File: config.mk
export PLATFORM = sky130hd
export DESIGN_NAME = biquad_cascade_lowpass_to_drive
export DESIGN_NICKNAME = d
export VERILOG_FILES = /design/src/bqcas_pkg.sv /design/src/bqcas_mac.sv /design/src/bqcas_div44.sv /design/src/biquad_cascade_lowpass_to_drive.sv
export VERILOG_INCLUDE_DIRS = /design/src /design/src/src
export SDC_FILE = /design/constraint.sdc
export NUM_CORES = 2
export LEC_CHECK = 0
export BUFFER_PORTS_ARGS = -buffer_cell sky130_fd_sc_hd__buf_2
export CORE_MARGIN = 2
export CORE_UTILIZATION = 60
export DETAILED_ROUTE_END_ITERATION = 12
export GPL_TIMING_DRIVEN = 1
export MAX_ROUTING_LAYER = met4
export PLACE_DENSITY = 0.82
export SETUP_SLACK_MARGIN = 0.5
export SLEW_MARGIN = 20
export SYNTH_ARGS = -nofsm -noshare
export SYNTH_HDL_FRONTEND = slang
export SYNTH_HIERARCHICAL = 1
export SYNTH_SLANG_ARGS = --single-unit
File: constraint.sdc
create_clock -name clk -period 10 [get_ports clk]
set_clock_uncertainty 0.15 [all_clocks]
set_input_delay 0.5 -clock clk [delete_from_list [all_inputs] [get_ports clk]]
set_output_delay 0.5 -clock clk [all_outputs]
set_load 0.05 [all_outputs]
File: src/biquad_cascade_lowpass_to_drive_macros.svh
// shared assertion macros
`ifndef BIQUAD_CASCADE_LOWPASS_TO_DRIVE_MACROS_SVH
`define BIQUAD_CASCADE_LOWPASS_TO_DRIVE_MACROS_SVH
// a condition implies another at the same edge
`define BQ_ASSERT_IMP(lbl, a, b) \
    lbl: assert property (@(posedge clk) disable iff (!rst_n) (a) |-> (b)) \
        else $error("assertion failed");
// a condition implies another by non-overlapping implication
`define BQ_ASSERT_NEXT(lbl, a, b) \
    lbl: assert property (@(posedge clk) disable iff (!rst_n) (a) |=> (b)) \
        else $error("assertion failed");
`endif

File: src/bqcas_pkg.sv
// ----------------------------------------------------------------------------
// bqcas_pkg
// shared types and constants of the biquad cascade
// ----------------------------------------------------------------------------
package bqcas_pkg;
    localparam int SIG_W  = 48;
    localparam int COEF_W = 32;
    localparam int ACC_W  = 84;
    localparam int DIG_W  = 4;
    localparam int MUL_STEPS = SIG_W / DIG_W;
    localparam int SLOT_COUNT = 1024;
    localparam int SLOT_W     = 10;
    localparam logic [0:0] REG_ENABLE = 1'b0;
    localparam logic [0:0] REG_BASE   = 1'b1;

    typedef logic signed [SIG_W-1:0]  sig_t;
    typedef logic signed [COEF_W-1:0] coef_t;
    typedef logic signed [ACC_W-1:0]  acc_t;

    typedef struct packed {
        logic start;
        logic clear;
    } mac_ctl_t;

    function automatic coef_t coef(input logic [1:0] row, input logic [1:0] col);
        coef_t c;
        c = '0;
        case ({row, col})
            4'h0: c = 32'sd58652;
            4'h1: c = 32'sd2146040194;
            4'h2: c = -32'sd1072561603;
            4'h4: c = 32'sd47848;
            4'h5: c = 32'sd2143934624;
            4'h6: c = -32'sd1070384191;
            4'h8: c = 32'sd22524;
            4'h9: c = 32'sd2142372280;
            4'hA: c = -32'sd1068720552;
            4'hC: c = 32'sd4641;
            4'hD: c = 32'sd2141544477;
            4'hE: c = -32'sd1067821218;
            default: c = '0;
        endcase
        return c;
    endfunction
endpackage

File: src/bqcas_mac.sv
// ----------------------------------------------------------------------------
// bqcas_mac
// digit-serial multiply-accumulate, four multiplicand bits per cycle
// ----------------------------------------------------------------------------
module bqcas_mac (
    input  logic               clk,
    input  logic               rst_n,
    input  bqcas_pkg::mac_ctl_t ctl,
    input  bqcas_pkg::sig_t    mcand,
    input  bqcas_pkg::coef_t   coef_in,
    output logic               busy,
    output bqcas_pkg::acc_t    acc
);
    localparam int CW = $clog2(bqcas_pkg::MUL_STEPS + 1);
    localparam int PW = bqcas_pkg::COEF_W + bqcas_pkg::DIG_W + 1;

    bqcas_pkg::sig_t  shf_reg;
    bqcas_pkg::coef_t c_reg;
    bqcas_pkg::acc_t  term_reg;
    bqcas_pkg::acc_t  sum_reg;
    logic [CW-1:0]    cnt_reg;
    logic             done_reg;

    logic signed [bqcas_pkg::DIG_W:0] dig;
    logic signed [PW-1:0]             part;

    // msb first: the first digit taken is the signed top digit
    always_comb
    begin
        if (cnt_reg == CW'(bqcas_pkg::MUL_STEPS))
            dig = {shf_reg[bqcas_pkg::SIG_W-1], shf_reg[bqcas_pkg::SIG_W-1 -: bqcas_pkg::DIG_W]};
        else
            dig = {1'b0, shf_reg[bqcas_pkg::SIG_W-1 -: bqcas_pkg::DIG_W]};
        part = PW'(dig) * PW'(c_reg);
    end

    always_ff @(posedge clk or negedge rst_n)
    begin
        if (!rst_n)
        begin
            cnt_reg  <= '0;
            shf_reg  <= '0;
            c_reg    <= '0;
            term_reg <= '0;
            done_reg <= 1'b0;
            sum_reg  <= '0;
        end
        else
        begin
            done_reg <= (cnt_reg == CW'(1));
            if (ctl.start)
            begin
                cnt_reg  <= CW'(bqcas_pkg::MUL_STEPS);
                shf_reg  <= mcand;
                c_reg    <= coef_in;
                term_reg <= '0;
            end
            else if (cnt_reg != '0)
            begin
                cnt_reg  <= cnt_reg - CW'(1);
                shf_reg  <= shf_reg << bqcas_pkg::DIG_W;
                // shift the running product of this term, add the new digit
                term_reg <= (term_reg <<< bqcas_pkg::DIG_W) + bqcas_pkg::acc_t'(part);
            end
            if (ctl.clear)
                sum_reg <= '0;
            else if (done_reg)
                sum_reg <= sum_reg + term_reg;
        end
    end

    assign busy = (cnt_reg != '0) || done_reg;
    assign acc  = sum_reg;
endmodule

File: src/bqcas_div44.sv
// ----------------------------------------------------------------------------
// bqcas_div44
// maps a 16-bit code to code/44 + 88 by reciprocal multiply
// ----------------------------------------------------------------------------
module bqcas_div44 (
    input  logic        clk,
    input  logic [15:0] u,
    output logic [10:0] drive
);
    logic [26:0] prod_reg;
    logic [15:0] u_reg;
    logic [10:0] q;
    logic [15:0] r;

    always_ff @(posedge clk)
    begin
        prod_reg <= 27'(u) * 27'd1489;   // 2^16/44 rounded down
        u_reg    <= u;
    end

    always_comb
    begin
        q = prod_reg[26:16];
        r = u_reg - 16'(q) * 16'd44;
        if (r >= 16'd44)
            q = q + 11'd1;
        drive = q + 11'd88;
    end
endmodule

File: src/biquad_cascade_lowpass_to_drive.sv
// ----------------------------------------------------------------------------
// biquad_cascade_lowpass_to_drive
// four-section df1 low-pass cascade turning audio samples into drive codes
// ----------------------------------------------------------------------------
// One sample word is taken at a time, and its result word is presented
// only after the whole cascade has run: each section runs three products
// (g*(x0+2x1+x2), a1*y1, a2*y2) through one shared multiplier that
// consumes four multiplicand bits per cycle of the 48-bit operand, top
// digit first, and each product is issued, accumulated and handed back;
// rounding, saturation and the history update follow in the wait and
// section states of each section, and the output mapping with its divide
// by 44 follows in the map states. The next sample is taken in the cycle
// after the result word leaves, so an output stall holds it off. While the
// enable register is clear and the block is idle, samples are taken and
// dropped at one per cycle. Slot numbers run from the base register and
// wrap around the 1024-slot ring.
module biquad_cascade_lowpass_to_drive #(
    parameter int STAGES     = 4
) (
    input  logic        clk,
    input  logic        rst_n,
    input  logic        cfg_valid,
    output logic        cfg_ready,
    input  logic [0:0]  cfg_index,
    input  logic [9:0]  cfg_data,
    input  logic        in_valid,
    output logic        in_ready,
    input  logic [15:0] sample,
    output logic        out_valid,
    input  logic        out_ready,
    output logic [10:0] drive_value,
    output logic [9:0]  slot
);
    `include "biquad_cascade_lowpass_to_drive_macros.svh"

    localparam int SW = (STAGES > 1) ? $clog2(STAGES) : 1;

    localparam logic [2:0] ST_IDLE = 3'd0;
    localparam logic [2:0] ST_MUL  = 3'd1;
    localparam logic [2:0] ST_WAIT = 3'd2;
    localparam logic [2:0] ST_SEC  = 3'd3;
    localparam logic [2:0] ST_MAP  = 3'd4;
    localparam logic [2:0] ST_MAP2 = 3'd5;
    localparam logic [2:0] ST_OUT  = 3'd6;

    // configuration registers
    logic       enable_reg;
    logic [9:0] base_reg;
    assign cfg_ready = 1'b1;
    always_ff @(posedge clk or negedge rst_n)
    begin
        if (!rst_n)
        begin
            enable_reg <= 1'b0;
            base_reg   <= '0;
        end
        else if (cfg_valid)
        begin
            case (cfg_index)
                bqcas_pkg::REG_ENABLE: enable_reg <= cfg_data[0];
                bqcas_pkg::REG_BASE:   base_reg   <= cfg_data;
                default: ;
            endcase
        end
    end

    // per-section history (x1, x2, y1, y2)
    bqcas_pkg::sig_t x1_reg [STAGES];
    bqcas_pkg::sig_t x2_reg [STAGES];
    bqcas_pkg::sig_t y1_reg [STAGES];
    bqcas_pkg::sig_t y2_reg [STAGES];

    logic [2:0]      state_reg;
    logic [SW-1:0]   sec_reg;
    logic [1:0]      term_reg;
    logic            issued_reg;
    bqcas_pkg::sig_t v_reg;
    logic [bqcas_pkg::SLOT_W-1:0] cnt_reg;
    logic [15:0]     u_reg;
    logic [1:0]      wait_reg;

    bqcas_pkg::mac_ctl_t ctl;
    logic            mac_busy;
    bqcas_pkg::acc_t acc;
    bqcas_pkg::sig_t mcand;
    bqcas_pkg::coef_t cf;

    // current section's history through the selector
    bqcas_pkg::sig_t hx1, hx2, hy1, hy2;
    always_comb
    begin
        hx1 = x1_reg[sec_reg];
        hx2 = x2_reg[sec_reg];
        hy1 = y1_reg[sec_reg];
        hy2 = y2_reg[sec_reg];
        case (term_reg)
            2'd0:    mcand = v_reg + (hx1 <<< 1) + hx2;
            2'd1:    mcand = hy1;
            default: mcand = hy2;
        endcase
        cf = bqcas_pkg::coef(2'(sec_reg), term_reg);
    end

    // the section sum starts from zero for every section
    always_comb
    begin
        ctl.start = (state_reg == ST_MUL) && !issued_reg;
        ctl.clear = (state_reg == ST_IDLE) || (state_reg == ST_SEC);
    end

    bqcas_mac u_mac (
        .clk    (clk),
        .rst_n  (rst_n),
        .ctl    (ctl),
        .mcand  (mcand),
        .coef_in(cf),
        .busy   (mac_busy),
        .acc    (acc)
    );

    // rounding and saturation of the section sum
    logic [bqcas_pkg::ACC_W-1:0] rnd;
    logic signed [bqcas_pkg::ACC_W-31:0] ysh;
    bqcas_pkg::sig_t ysat;
    always_comb
    begin
        rnd = acc + bqcas_pkg::ACC_W'(64'd1 << 29);
        ysh = $signed(rnd[bqcas_pkg::ACC_W-1:30]);
        if (ysh > 54'sd1073741823)
            ysat = 48'sd1073741823;
        else if (ysh < -54'sd1073741824)
            ysat = -48'sd1073741824;
        else
            ysat = bqcas_pkg::sig_t'(ysh);
    end

    // output mapping: wrap then re-offset
    bqcas_pkg::sig_t t, tw;
    always_comb
    begin
        t  = v_reg + (48'sd32768 <<< 12);
        tw = (t > (48'sd65536 <<< 12)) ? t - (48'sd65536 <<< 12) : t;
    end
    bqcas_pkg::sig_t tu;
    assign tu = tw + (48'sd32768 <<< 12);

    logic [10:0] drv;
    bqcas_div44 u_div (
        .clk  (clk),
        .u    (u_reg),
        .drive(drv)
    );

    assign in_ready = (state_reg == ST_IDLE);

    always_ff @(posedge clk or negedge rst_n)
    begin
        if (!rst_n)
        begin
            state_reg   <= ST_IDLE;
            sec_reg     <= '0;
            term_reg    <= '0;
            issued_reg  <= 1'b0;
            v_reg       <= '0;
            u_reg       <= '0;
            cnt_reg     <= '0;
            out_valid   <= 1'b0;
            drive_value <= '0;
            slot        <= '0;
            wait_reg    <= '0;
            for (int i = 0; i < STAGES; i++)
            begin
                x1_reg[i] <= '0;
                x2_reg[i] <= '0;
                y1_reg[i] <= '0;
                y2_reg[i] <= '0;
            end
        end
        else
        begin
            case (state_reg)
                ST_IDLE:
                    if (in_valid && enable_reg)
                    begin
                        v_reg      <= bqcas_pkg::sig_t'({sample ^ 16'h8000, 12'd0});
                        sec_reg    <= '0;
                        term_reg   <= '0;
                        issued_reg <= 1'b0;
                        state_reg  <= ST_MUL;
                    end
                ST_MUL:
                    if (!issued_reg)
                        issued_reg <= 1'b1;
                    else if (!mac_busy)
                    begin
                        issued_reg <= 1'b0;
                        if (term_reg == 2'd2)
                            state_reg <= ST_WAIT;
                        else
                            term_reg <= term_reg + 2'd1;
                    end
                ST_WAIT:
                    state_reg <= ST_SEC;
                ST_SEC:
                begin
                    x2_reg[sec_reg] <= hx1;
                    x1_reg[sec_reg] <= v_reg;
                    y2_reg[sec_reg] <= hy1;
                    y1_reg[sec_reg] <= ysat;
                    v_reg    <= ysat;
                    term_reg <= '0;
                    if (sec_reg == SW'(STAGES - 1))
                        state_reg <= ST_MAP;
                    else
                    begin
                        sec_reg   <= sec_reg + SW'(1);
                        state_reg <= ST_MUL;
                    end
                end
                ST_MAP:
                begin
                    u_reg     <= tu[27:12];
                    wait_reg  <= 2'd2;
                    state_reg <= ST_MAP2;
                end
                ST_MAP2:
                    if (wait_reg == 2'd0)
                    begin
                        drive_value <= drv;
                        // ten-bit sum wraps around the ring by itself
                        slot      <= base_reg + cnt_reg;
                        out_valid <= 1'b1;
                        state_reg <= ST_OUT;
                    end
                    else
                        wait_reg <= wait_reg - 2'd1;
                ST_OUT:
                    if (out_ready)
                    begin
                        out_valid <= 1'b0;
                        cnt_reg   <= cnt_reg + 10'd1;
                        state_reg <= ST_IDLE;
                    end
                default:
                    state_reg <= ST_IDLE;
            endcase
        end
    end

    // result only shown in the output state
    `BQ_ASSERT_IMP(a_out_state, out_valid, state_reg == ST_OUT)
    // input never taken while work is pending
    `BQ_ASSERT_IMP(a_idle_in, in_ready, !out_valid)
    // delivered word returns the block to idle
    `BQ_ASSERT_NEXT(a_back_idle, out_valid && out_ready, state_reg == ST_IDLE)
endmodule
==> flow_summary.ini <==
[detailed_routing]
vias = 62900
dr.first_iter.drc_count = 6895
drc_errors = 0
vias_per_cell = 6.31
antenna_left = 0
routed_wl_um = 219000
wire_per_inst_um = 22.0
first_pass_iters = 6

[floorplanning]
start_util_pct = 60.5
io_pins = 56
die_x_um = 366
core_mm2 = 0.130
die_area_mm2 = 0.134
fp-row-count = 132
fp.dieH_um = 366

[placed_design]
pre_cts_ws_ns = 2.44
dpl-instance-area_mm2 = 0.0799
routabilityCongestion = 0.958
dp_hpwl_um = 147000
port_buffers = 54

[timing]
timing.final.crit_share_pct = 75.9
fin_ws_ns = 2.41
hold_viol_final = 0
fmax_mhz = 132
finalSetupTns_ns = 0
slew_violations = 0
rsz0062_at_grt = no
slew_headroom_pct = 21.0
worst_pin_slew_ns = 1.18
post-route-min-period_ns = 7.59
setup_violations = 0

[pwr]
clockPowerShare_pct = 14.6
p_sw_share_pct = 47.2
p_int_mw = 18.3
seqPwrFrac_pct = 23.2
ir_worst_vdd_mv = 0.693
p_leak_nw = 42.0
power_switching_mw = 16.4
power_frac_comb_pct = 62.2
finalPower_mw = 34.7
power_per_cell_area_mw_per_mm2 = 409

[clocking]
numCtsBuffers = 130
h-tree-depth = 4
cts_root_buf = clkbuf_16
clk_pin_slew_worst_paths_ns = 0.06
clock_latency_ns = 0.80
cts_buffer_depth = 3
cts.sinks = 1163
post_cts_resize_count = 0
cts_tree = yes

[synth]
synth_edf_count = 0
synth_cell_types = 106
synth_warnings = 6
synth_area_leader_cell = dfrtp_1
synth_compound_area_share_pct = 13.2
syn_area_mm2 = 0.0785
synth_top_family_by_area = simple AND/OR/NAND/NOR gates
synth_xor_area_share_pct = 3.36
synth_mux_area_share_pct = 7.80
synth_nets = 9151
synth_fa_ha_area_share_pct = 16.8
synth_common_cells = nand2_1 (2,308), dfrtp_1 (1,138), ha_1 (455)
synth_cells = 8288
ys_seq_elements = 1163
synth_area_per_cell_um2 = 9.47
yosys.area_share.simple_pct = 17.4
synth_top_area_share_pct = 36.3
ys.flop_type = dfrtp_1
synth-async-reset-ratio_pct = 97.9
yosysSeqAreaShare_pct = 36.9
synth_area_leaders = dfrtp_1 (36%), nand2_1 (11%), fa_1 (9.6%), ha_1 (7.3%), mux4_2 (5.5%)
yosysMostFrequentCell = nand2_1

[worst_setup_path]
end_kind = flip-flop
crit_path_start_kind = flip-flop
crit_required_ns = 10.53
arrival_ns = 8.12
worst-setup-path-type = flip-flop to flip-flop
critPathMaxFanout = 32

[layout]
postLayoutCoreUtil_pct = 65.4
fillers = 9742
stdcell_area_mm2 = 0.0847
nNetsFinal = 8987
drive_gt1_share_pct = 9.81
areaGrowthSynthToFinish_pct = 7.99

[grt]
grt_util_all_layers_pct = 34.6
first_global_vias = 64200
grt_max_degree = 177
antenna_found_initial = 6
grt_pass1_wl_um = 354000
grt_overflow = 0

[run]
drv_cap = 0

[run_status]
status = finished, final reports clean

[min_path]
worstHoldPathType = primary input to flip-flop
[final timing paths]
| path | cells after the start | to | startpoint | slack, ns |
|---|---|---|---|---|
| max reg2reg | 24 | u_mac/term_reg[80]$_DFFE_PN0P_ | u_mac/cnt_reg[0]$_DFFE_PN0P_ | 2.41 |
| min in group asynchronous | 2 | drive_value[6]$_DFFE_PN0P_ | rst_n | 0.19 |
| min | 3 | enable_reg$_DFFE_PN0P_ | cfg_valid | 0.06 |
| max in group asynchronous | 4 | u_mac/acc[79]$_DFFE_PN0P_ | rst_n | 7.04 |
| max | 24 | u_mac/term_reg[80]$_DFFE_PN0P_ | u_mac/cnt_reg[0]$_DFFE_PN0P_ | 2.41 |
| min reg2reg | 2 | x2_reg[95]$_DFFE_PN0P_ | x2_reg[95]$_DFFE_PN0P_ | 0.32 |
[metal layers]
metal	track usage, %	part of all wire [%]	vias to the layer above
met2	52.8	46	3094
li1	-	-	27800
met1	45.8	40	31400
met3	6.21	8.8	553
met4	14.5	4.4	0
met5	-	0	-
[layout make-up]
| class | count | area [um^2] | area share, % |
|---|---|---|---|
| repair buffers | 152 | 1200 | 1.41 |
| well taps | 1742 | 2180 | 2.57 |
| flip-flops and latches | 1163 | 29000 | 34.2 |
| inverters | 445 | 1670 | 1.97 |
| multi-input cells | 6232 | 46100 | 54.4 |
| clock inverters | 43 | 663 | 0.783 |
| diodes | 6 | 15.0 | 0.0177 |
| clock buffers | 194 | 3890 | 4.59 |
[cell usage in the layout (no fill, tap or decap), types with 175 or more instances in the layout]
cell	n
a21oi_1	350
mux4_2	192
xnor2_1	177
a21o_1	175
ha_1	453
nand2_1	2303
fa_1	376
o21ai_0	347
inv_1	443
nor2_1	314
dfrtp_1	1135
[logic make-up after synthesis]
family                   count (synthesis)
AND/OR/NAND/NOR                       3226
AO/OA/AOI/OAI                         1514
flip-flops                            1163
buffers and inverters                  893
adder cells (fa/ha/maj)                831
multiplexers                           362
XOR/XNOR                               298
other                                    1
[stage by stage]
step,hold slack (ns),instances
after floorplan,0.0544,8288
after detailed placement,0.308,9705
final,0.0552,9977
after CTS,0.0209,9971
after global placement,0.302,9705
after global routing,0.0628,9976
[worst max-delay path, cell delays in order, from the launching register on]
cell	delay (ns)
dfrtp_1	0.39
inv_1	0.13
ha_1	0.27
nand4_1	0.12
buf_4	0.27
or2_2	0.34
fa_1	0.51
fa_1	0.55
inv_1	0.05
fa_1	0.57
fa_1	0.43
ha_1	0.24
inv_1	0.08
fa_1	0.18
nand2b_1	0.15
a21oi_1	0.10
o311a_1	0.46
a311o_1	0.41
a21o_1	0.25
a22oi_1	0.43
o21ai_2	0.20
a2111oi_2	0.63
o41ai_2	0.19
xnor2_1	0.15
a211oi_1	0.25
[power by group through the flow]
stage / sequential [mW] / combinational [mW] / clock [mW]
floorplan: 7.49 / 16.3 / 0
global placement: 7.93 / 20.4 / 0
detailed placement: 8.03 / 21.2 / 0
CTS: 7.97 / 21.5 / 5.12
global route: 8.20 / 24.1 / 5.31
finish: 8.03 / 21.6 / 5.08
[timing repair]
item / CTS / global route
setup buffers: 0 / 0
hold buffers: 29 / 0
endpoints found under the hold margin: 122 / 0
(Power assumes the default switching activity.)
